`src/hw/rtl/sorted_set_membership_macros.svh`:
```
// Assertion macros shared by the RTL of the sorted set membership block.
// They assume a clock named clk and an active-low reset named rst_n.
`ifndef SORTED_SET_MEMBERSHIP_MACROS_SVH
`define SORTED_SET_MEMBERSHIP_MACROS_SVH

// The consequent must hold in the same cycle as the antecedent.
`define SSM_ASSERT_NOW(lbl, ante, cons) \
  lbl: assert property (@(posedge clk) disable iff (!rst_n) (ante) |-> (cons)) \
    else $error("sorted set membership: same-cycle check failed");

// The consequent must hold in the cycle after the antecedent.
`define SSM_ASSERT_NEXT(lbl, ante, cons) \
  lbl: assert property (@(posedge clk) disable iff (!rst_n) (ante) |=> (cons)) \
    else $error("sorted set membership: next-cycle check failed");

`endif

```
`src/hw/rtl/ssm_pkg.sv`:
```
`default_nettype none

package ssm_pkg;

  localparam int unsigned SSM_DEPTH       = 1024;
  localparam int unsigned SSM_VALUE_WIDTH = 32;
  localparam int unsigned IN_VALUE_W      = 32;

  typedef enum logic [1:0] {
    FN_CLEAR  = 2'd0,
    FN_APPEND = 2'd1,
    FN_FINISH = 2'd2,
    FN_QUERY  = 2'd3
  } ssm_func_t;

  typedef enum logic [1:0] {
    ST_OK   = 2'd0,
    ST_NRDY = 2'd1,
    ST_FULL = 2'd2
  } ssm_status_t;

  typedef struct packed {
    ssm_func_t               func;
    logic [IN_VALUE_W-1:0]   value;
  } in_word_t;

  typedef struct packed {
    logic        found;
    ssm_status_t status;
  } out_word_t;

  // Control that travels with a word from cell to cell.
  typedef struct packed {
    logic      valid;
    ssm_func_t func;
    logic      hit;
    logic      placed;
    logic      nrdy;
  } ssm_tok_t;

endpackage

`default_nettype wire

```
`src/hw/rtl/ssm_cell.sv`:
```
`default_nettype none

module ssm_cell import ssm_pkg::*; #(
  parameter int unsigned SW = SSM_VALUE_WIDTH
) (
  input  wire logic          clk,
  input  wire logic          rst_n,
  input  wire logic          adv,
  input  wire ssm_tok_t      tok_i,
  input  wire logic [SW-1:0] val_i,
  output ssm_tok_t           tok_o,
  output logic [SW-1:0]      val_o
);

  logic          occ_r, occ_nxt;
  logic [SW-1:0] key_r, key_nxt;
  ssm_tok_t      tok_r, tok_nxt;
  logic [SW-1:0] val_r;

  always_comb begin
    occ_nxt = occ_r;
    key_nxt = key_r;
    tok_nxt = tok_i;
    if (tok_i.valid) begin
      unique case (tok_i.func)
        FN_CLEAR: begin
          occ_nxt = 1'b0;
        end
        FN_APPEND: begin
          if (!tok_i.placed && !occ_r) begin
            occ_nxt        = 1'b1;
            key_nxt        = val_i;
            tok_nxt.placed = 1'b1;
          end
        end
        FN_FINISH: begin
        end
        FN_QUERY: begin
          if (occ_r && (key_r == val_i)) begin
            tok_nxt.hit = 1'b1;
          end
        end
      endcase
    end
  end

  always_ff @(posedge clk) begin
    if (!rst_n) begin
      occ_r <= 1'b0;
      tok_r <= '0;
    end else if (adv) begin
      occ_r <= occ_nxt;
      tok_r <= tok_nxt;
    end
  end

  always_ff @(posedge clk) begin
    if (adv) begin
      key_r <= key_nxt;
      val_r <= val_i;
    end
  end

  assign tok_o = tok_r;
  assign val_o = val_r;

endmodule

`default_nettype wire

```
`config.mk`:
```
export PLATFORM = sky130hd
export DESIGN_NAME = ssm_cell
export DESIGN_NICKNAME = d
export VERILOG_FILES = /design/src/hw/rtl/sorted_set_membership_macros.svh /design/src/hw/rtl/ssm_pkg.sv /design/src/hw/rtl/ssm_cell.sv
export SDC_FILE = /design/constraint.sdc
export NUM_CORES = 1
export LEC_CHECK = 0
export ABC_AREA = 1
export BUFFER_PORTS_ARGS = -buffer_cell sky130_fd_sc_hd__buf_2
export CAP_MARGIN = 20
export CORE_MARGIN = 2
export CORE_UTILIZATION = 48
export DETAILED_ROUTE_END_ITERATION = 8
export GPL_ROUTABILITY_DRIVEN = 1
export GPL_TIMING_DRIVEN = 0
export PLACE_DENSITY = 0.77
export SLEW_MARGIN = 20
export SYNTH_ARGS = -nofsm -noshare
export SYNTH_HDL_FRONTEND = slang
export SYNTH_SLANG_ARGS = --single-unit
```
`constraint.sdc`:
```
create_clock -name clk -period 4.32 [get_ports clk]
set_input_delay 0.216 -clock clk [delete_from_list [all_inputs] [get_ports clk]]
set_output_delay 0.216 -clock clk [all_outputs]
set_load 0.02 [all_outputs]
```
# Word level (Yosys, flattened, before mapping)
# Index checks and enable logic that the tools add are counted.
# word_totals
reg_bits	71
word_cells	27
# classes
n_eq_ne	4
muxes	7
reduce_logical	8
# op_table
op	count
$eq 32x32->1	1
$reduce_and 4->1	2
$mux 1	5
$eq 2x1->1 const B	1
$eq 2x2->1 const B	1
$logic_and 1x1->1	2
$logic_not 1->1	2
$logic_not 2->1	1
$mux 2	1
$ne 2x2->1 const B	1
$pmux 1 s2	1
$reduce_bool 2->1	1

# Longest topological paths before layout
# Gate-level depths: netlist of the first run.
# logic_depth
ltp_word	5
depth_mapped	9
ltp_nobuf	9

# Worst setup path after synthesis of the first run
# OpenSTA, ideal clock, no wires.
# synth_path
path_kind	reg-to-reg
startpoint	register occ_r
endpoint	register key_r[0] (enable)
t_arrival_ps	1766
setup_slack_ps	2137
path_stages_with_launch	4
cell_sequence	dfxtp_1 -> nor2_1 -> nand3_1 -> nor3_2
# synth_between
elab_chain_len	3
# synth_rtl
item	line	source
from (decl)	ssm_cell.sv:15	logic occ_r, occ_nxt;
from (signal assigned)	ssm_cell.sv:52	occ_r <= occ_nxt;
$logic_not 1->1	ssm_cell.sv:30	if (!tok_i.placed && !occ_r) begin
$logic_and 1x1->1	ssm_cell.sv:30	
$reduce_and 4->1 (no source line)	--	
to (signal assigned)	ssm_cell.sv:59	key_r <= key_nxt;
to (decl)	ssm_cell.sv:16	logic [SW-1:0] key_r, key_nxt;
# Every way passes these cells.
# A chain may end at the register's enable or synchronous reset.

# Final worst setup path of the first run
# layout_path
startpoint	input port adv
endpoint	register key_r[24] (enable)
# layout_between
elab_chain_len	1
# layout_rtl
item	line	source
from (decl)	ssm_cell.sv:8	input wire logic adv,
$reduce_and 4->1 (no source line)	--	
# Every way passes these cells.

==> results of run 1 <==
## worst max path at each step
stage	from	to	slack (ns)	cells after the start
6_report	adv	key_r[24]$_DFFE_PP_	2.17	5
2_1_floorplan	occ_r$_SDFFE_PN0P_	key_r[0]$_DFFE_PP_	2.14	3
3_3_place_gp	adv	key_r[12]$_DFFE_PP_	0.63	3
3_5_place_dp	adv	key_r[12]$_DFFE_PP_	1.74	5
4_1_cts	adv	key_r[24]$_DFFE_PP_	2.12	5
5_1_grt	adv	key_r[24]$_DFFE_PP_	1.97	5
## sequential cells by signal, summed over array words and instances (netlist names)
signal / cells
val_o: 32
tok_o: 6
occ_r: 1
key_r: 32
## metal layers
layer  routed length [µm]  part of all wire [%]  track usage, %
met1                 1980                    45            19.7
met2                 2140                    48            24.0
met3                  267                   6.0            5.75
met4                   55                   1.2            6.84
met5                    0                     0               0
## kinds of logic after synthesis
family	count (synthesis)
flops	71
simple gates	61
xor+xnor	26
buf+inv	12
compound gates	9
## layout make-up
class,count,area [µm²],area share [%]
Clock buffer,10,128,3.84
Sequential cell,71,2060,62.0
Multi-Input combinational cell,96,529,15.9
Inverter,12,45.0,1.36
Timing Repair Buffer,80,420,12.7
Clock inverter,6,51.3,1.54
Tap cell,70,87.6,2.64
## critical path: cells and delay by family
| kind | cells | cell delay, ns |
|---|---|---|
| buffers and inverters | 4 | 1.36 |
| AND/OR/NAND/NOR | 1 | 0.60 |
## through the flow
stage / worst slack, ns / hold slack [ns]
5_1_grt: 1.97 / 0.0760
2_1_floorplan: 2.14 / 0.315
6_report: 2.17 / 0.0985
3_3_place_gp: 0.626 / 0.432
3_5_place_dp: 1.74 / 0.439
4_1_cts: 2.12 / 0.0844
## placed cells by master, fill, tap and decap left out, types with 3 or more instances in the layout
cell type	synthesis	layout
nand3_1	4	4
dfxtp_1	7	7
inv_1	12	12
xnor2_1	15	15
nand2_1	22	22
edfxtp_1	64	64
buf_2	0	78
nor2_1	31	31
o21ai_0	6	6
clkbuf_8	0	9
clkinv_1	0	3
xor2_1	11	11
## power by group
group / switching (µW) / internal [µW]
Combinational: 83.6 / 46.3
Sequential: 8.03 / 783
Clock: 224 / 259
Total: 316 / 1090
==> impl_results.md, run 1 <==
* Synth Flop Type: edfxtp_1
* Status: finished, final reports clean
* Multiplexer share of the synthesized area at 0%
* Drc violations at 0
* Number of global-route vias before repair at roughly 1500
* Routed Antenna Nets at 0
* Pwr Total at between 1000 and 1500 µW
* Final HPWL DP at about 3100 µm
* Reg2Reg Depth at 5
* Sequential area share after synthesis at between 70% and 80%
* Detailed Routing Iterations Pass 1 at 4
* Final Hold Fails at 0
* Worst Hold Depth at 1
* Nets at a little over 300
* CP arrival at between 2 and 2.5 ns
* Final setup TNS at 0 ns
* Post-synth top area cell: edfxtp_1
* Count leader, synth: edfxtp_1
* Worst-Margin Slew at 0.829 ns
* Input/output buffers at 78
* R2r endpoint: key_r[24]$_DFFE_PP_
* Post-cts resize count at 0
* CTS tree: yes
* Post-Synth Adder-Cell Area at 0%
* RD Place Congestion at ~0.71
* Max-slew headroom at 44.7%
* Fin util at 63.8%
* # clock sinks at slightly above 70
* Clk slew on worst S/H paths at 0.07 ns
* Final min period at between 2 and 2.5 ns
* Post-synthesis register bit count at 71
* I/O Pins at 79
* H-tree Lvls at 3
* DR iter-0 viols at 50
* Crit-path max cell delay at ~0.63 ns
* Pin count of the biggest net entering global routing at 40
* Worst min path class: in2reg
* Layout Area Growth over Synthesis at 26.4%
* Complex-gate fraction of the synthesized area at ~1.9%
* Initial Utilization at about 51%
* YS warnings at 0
* Share of cells above drive strength 1 at 34.2%
* Worst hold path startpoint: val_i[13]
* Most frequent cells after synthesis: edfxtp_1, nor2_1, nand2_1, xnor2_1, inv_1
* Clk_skew at 0.00694 ns
* Row cnt at 26
* Reg2reg setup slack at approximately 2.6 ns
* Vias at ~1600
* Cts hold-fix bufs at 0
* Cell area after layout at 3320 µm²
* Post-Synthesis Cell Area at between 2000 and 3000 µm²
* Fin crit share at between 40% and 50%
* Initial antenna violation count at 0
* Critical Path Sink Type: flop
* CP cell instances: buf_2 -> inv_1 -> nor3_4 -> buf_8 -> buf_8
* Vias per cell at 4.69
* Setup violations, final at 0
* Fmax at roughly 0.47 GHz
* Synth async-reset ratio at 0%
* Core ar. at approximately 5200 µm²
* Placed Area at ~3100 µm²
* Top post-synthesis cells by area: edfxtp_1, dfxtp_1, xnor2_1
* CP startpoint kind: primary input
* Dpl cells at approximately 330
* Synth Area in Simple Gates at 9.37%
* Number of synthesized flops with an enable pin at 64
* Mapped Cells at 179
* WL per Instance at about 13 µm
* Power density over cell area at approximately 420 nW/µm²
* Total grt overflow at 0
* VDD IR max at approximately 0.00028 V
* Die ar. at just over 6000 µm²
* Mean Syn Cell Area at roughly 15 µm²
* Fin. max-slew vios at 0
* Non-Filler Instances at 345
* Global-route wire length before repair at around 7000 µm
* Critical Path Fanout Max at 39
* Max Cap Viol at 0
* Post-Synth XOR/XNOR Area at between 8 and 9%
* CTS Root Cell: clkbuf_8
* Mapped Nets at 220
* Largest family of logic cells by synthesized area: simple AND/OR/NAND/NOR gates
* Crit path top cell by count: buf_8
* Worst R2R Start: occ_r$_SDFFE_PN0P_
* TritonCTS buffer count at 9
* Synth cell types at 14
* Hold endpoint: val_o[13]$_DFFE_PP_
* Die width at a little under 80 µm
* P_leak at roughly 0.0013 µW
* Top-area cell type share of the netlist area at between 70% and 80%
* Die outline height at between 70 and 80 µm
* Maximum clock path buffer count at 2
* RSZ-0062 raised after global routing: false
* Setup CP Type: in2reg
* Req. time, crit path at between 4 and 5 ns
* Drt total wl at about 4400 µm
* # diodes at 0
* Filler cells at approximately 410
* CP max stage cell: buf_2
* Global Route Usage Sum at approximately 15%
* Clk_lat worst skew at roughly 0.33 ns
* Setup bufs post-CTS at 0
Note: power is estimated with default switching activity, not from simulation.
==> inputs of run 2 (changes only) <==
--- a/config.mk
+++ b/config.mk
@@ -5,15 +5,15 @@
 export SDC_FILE = /design/constraint.sdc
 export NUM_CORES = 1
 export LEC_CHECK = 0
-export ABC_AREA = 1
+export ABC_AREA = 0
 export BUFFER_PORTS_ARGS = -buffer_cell sky130_fd_sc_hd__buf_2
 export CAP_MARGIN = 20
 export CORE_MARGIN = 2
-export CORE_UTILIZATION = 48
+export CORE_UTILIZATION = 45
 export DETAILED_ROUTE_END_ITERATION = 8
 export GPL_ROUTABILITY_DRIVEN = 1
 export GPL_TIMING_DRIVEN = 0
-export PLACE_DENSITY = 0.77
+export PLACE_DENSITY = 0.76
 export SLEW_MARGIN = 20
 export SYNTH_ARGS = -nofsm -noshare
 export SYNTH_HDL_FRONTEND = slang
==> constraint.sdc (replaced) <==
create_clock -name clk -period 1.8 [get_ports clk]
set_input_delay 0.09 -clock clk [delete_from_list [all_inputs] [get_ports clk]]
set_output_delay 0.09 -clock clk [all_outputs]
set_load 0.02 [all_outputs]
==> run 2 against run 1 <==
Effect of this change: clock power increased by 110%; sequential share of layout area decreased by 4.7 points; area after synthesis decreased by 1.3%; worst setup slack got worse by 2.0 ns; die area increased by 5.0%; count of clock-buffer cells in the layout increased by 1; critical path type is now reg2reg; critical endpoint is now key_r[3]$_DFFE_PP_; largest power group unchanged.
==> impl_results.md, run 2 <==
* Worst-Margin Slew at about 0.52 ns
* Post-synth top area cell: edfxtp_1
* Post-synthesis register bit count at between 70 and 80
* Count leader, synth: edfxtp_1
* Clk_skew at approximately 0.0071 ns
* CTS tree: yes
* Global Route Usage Sum at 16.1%
* Global-route wire length before repair at around 7500 µm
* Initial Utilization at 46.9%
* Final Hold Fails at 0
* Maximum clock path buffer count at 2
* Most frequent cells in the layout: buf_2, edfxtp_1, dlygate4sd3_1
* CP arrival at 1.63 ns
* Setup violations, final at 0
* Die ar. at between 6000 and 7000 µm²
* CP startpoint kind: flop
* Number of synthesized flops with an enable pin at 64
* Final HPWL DP at around 3200 µm
* Drc violations at 0
* P_leak at around 0.0014 µW
* Pin count of the biggest net entering global routing at 34
* RSZ-0062 raised after global routing: false
* Total grt overflow at 0
* CP cell instances: nor3b_2 -> nor3b_4 -> buf_6
* Nets at around 300
* TritonCTS buffer count at 9
* Cell family with most CP delay: simple AND/OR/NAND/NOR gates
* Mapped Cells at between 100 and 150
* Input/output buffers at 78
* Die outline height at approximately 80 µm
* Top-area cell type share of the netlist area at 74.0%
* Clk pwr share at between 30 and 40%
* Row cnt at 27
* WL per Instance at ~15 µm
* Number of global-route vias before repair at around 1600
* Routed Antenna Nets at 0
* Vias at about 1600
* Dpl cells at roughly 290
* Mapped Nets at around 180
* CTS Root Cell: clkbuf_8
* Non-Filler Instances at between 300 and 400
* Sequential share of power at between 50% and 60%
* Req. time, crit path at 1.83 ns
* Share of cells above drive strength 1 at slightly below 40%
* # diodes at 0
* Mean Syn Cell Area at just under 20 µm²
* Final min period at 1.60 ns
* VDD IR max at ~0.0006 V
* Setup CP Type: reg2reg
* Post-Synthesis Cell Area at between 2000 and 3000 µm²
* Fin crit share at between 80% and 90%
* Synth Flop Type: edfxtp_1
* Sequential area share after synthesis at approximately 79%
* H-tree Lvls at 3
* Setup bufs post-CTS at 0
* Status: finished, final reports clean
* Critical path buffer and inverter count at 1
* Synth async-reset ratio at 0%
* Initial antenna violation count at 0
* Clk_lat worst skew at approximately 0.33 ns
* Max Cap Viol at 0
* I/O Pins at approximately 80
* Hold slack at roughly 0.043 ns
* CP max stage cell: nor3b_4
* Synth cell types at 22
* Worst min path class: in2reg
* DR iter-0 viols at 32
* Core ar. at approximately 5500 µm²
* Switching Share at about a quarter
* # clock sinks at just over 70
* Crit-path max cell delay at just over 0.5 ns
* Critical Path Sink Type: flop
* Die width at 80.0 µm
* Power density over cell area at ~920 nW/µm²
* Layout Area Growth over Synthesis at 38.5%
* RD Place Congestion at around 0.70
* Critical Path Fanout Max at 16
* Fin. max-slew vios at 0
* Filler cells at around 410
* Max-slew headroom at about two thirds
* Clk slew on worst S/H paths at approximately 0.060 ns
* YS warnings at 0
* Fmax at 0.624 GHz
* Most frequent cells after synthesis: edfxtp_1, xor2_1, xnor2_1, dfxtp_1, nand4_1
* Comb pwr share at between 10% and 20%
* Sw Pwr at 766 µW
* Vias per cell at roughly 4.7
* Int Pwr at 2530 µW
* Detailed Routing Iterations Pass 1 at 4
* Top post-synthesis cells by area: edfxtp_1, xor2_1, dfxtp_1
* Drt total wl at 4900 µm
* Commonest non-fill, non-tap cell in the layout: buf_2
## run 2: cell types whose count changed in the layout (fill, tap and decap cells not counted), moves of 6 or more
| cell | before | now |
|---|---|---|
| dlygate4sd3_1 | 0 | 32 |
| inv_1 | 12 | 1 |
| nand2_1 | 22 | 0 |
| nor2_1 | 31 | 1 |
| o21ai_0 | 6 | 0 |
| xnor2_1 | 15 | 8 |
| xor2_1 | 11 | 23 |
## run 2: cells by family (layout without fill, tap and decap cells)
| kind of cell | after synthesis | after routing | synth area share [%] |
|---|---|---|---|
| simple gates | 21 | 21 | 5.83 |
| compound gates | 5 | 5 | 1.69 |
| mux | 4 | 4 | 1.54 |
| flops | 71 | 71 | 79.4 |
| xor+xnor | 32 | 32 | 11.1 |
| buf+inv | 2 | 129 | 0.434 |
## run 2: per-layer routing
| metal | track usage, % | vias up | share of wire [%] |
|---|---|---|---|
| met5 | 0 | - | 0 |
| met2 | 27.1 | 61 | 49 |
| met1 | 19.3 | 725 | 42 |
| li1 | - | 760 | - |
| met4 | 7.12 | 0 | 1.5 |
| met3 | 4.52 | 9 | 6.7 |
## run 2: path summary, 6_finish.rpt
path / startpoint / end / slack, ns / cells after the start
setup / recovery: occ_r$_SDFFE_PN0P_ / key_r[3]$_DFFE_PP_ / 0.20 / 3
hold / removal: rst_n / occ_r$_SDFFE_PN0P_ / 0.04 / 2
setup reg to reg: occ_r$_SDFFE_PN0P_ / key_r[3]$_DFFE_PP_ / 0.20 / 3
hold reg to reg: tok_o[5]$_SDFFE_PN0P_ / tok_o[5]$_SDFFE_PN0P_ / 0.51 / 2
## run 2: cell type report
type | instances | area, µm² | share of cell area (%)
Sequential cell | 71 | 2060 | 57.4
Timing Repair Buffer | 112 | 736 | 20.5
Multi-Input combinational cell | 62 | 539 | 15.0
Clock buffer | 11 | 131 | 3.65
Tap cell | 72 | 90.1 | 2.51
Clock inverter | 4 | 23.8 | 0.661
Buffer | 1 | 7.51 | 0.209
Inverter | 1 | 3.75 | 0.104
## run 2: stage by stage
step	setup WS, ns	util, %	setup TNS (ns)	area, µm²	total power, µW
global placement	-0.984	55.8	-31.43	3090	2240
detailed placement	-0.439	56.3	-12.08	3120	2260
global route	0.115	64.9	0	3590	3420
CTS	0.164	64.9	0	3590	3320
finish	0.196	64.9	0	3590	3290
floorplan	0.000752	-	0	2610	2090
## run 2: power by group through the flow
| stage | Combinational, µW | Clock, µW | Sequential (µW) |
|---|---|---|---|
| final | 372 | 1020 | 1900 |
| after detailed placement | 320 | 0 | 1940 |
| after global placement | 310 | 0 | 1930 |
| after global routing | 400 | 1120 | 1900 |
| after CTS | 374 | 1050 | 1900 |
| after floorplan | 67.1 | 0 | 2030 |
## run 2: timing repair
action / in CTS / in global routing
hold buffers: 32 / 0
setup endpoints to repair: 25 / 0
endpoints found under the hold margin: 64 / 0
gates resized for setup: 1 / 0
## run 2: worst register-to-register path, cell delays in order (launching register included)
cell and delay [ns]:
dfxtp_2 0.33, nor3b_2 0.19, nor3b_4 0.51, buf_6 0.27
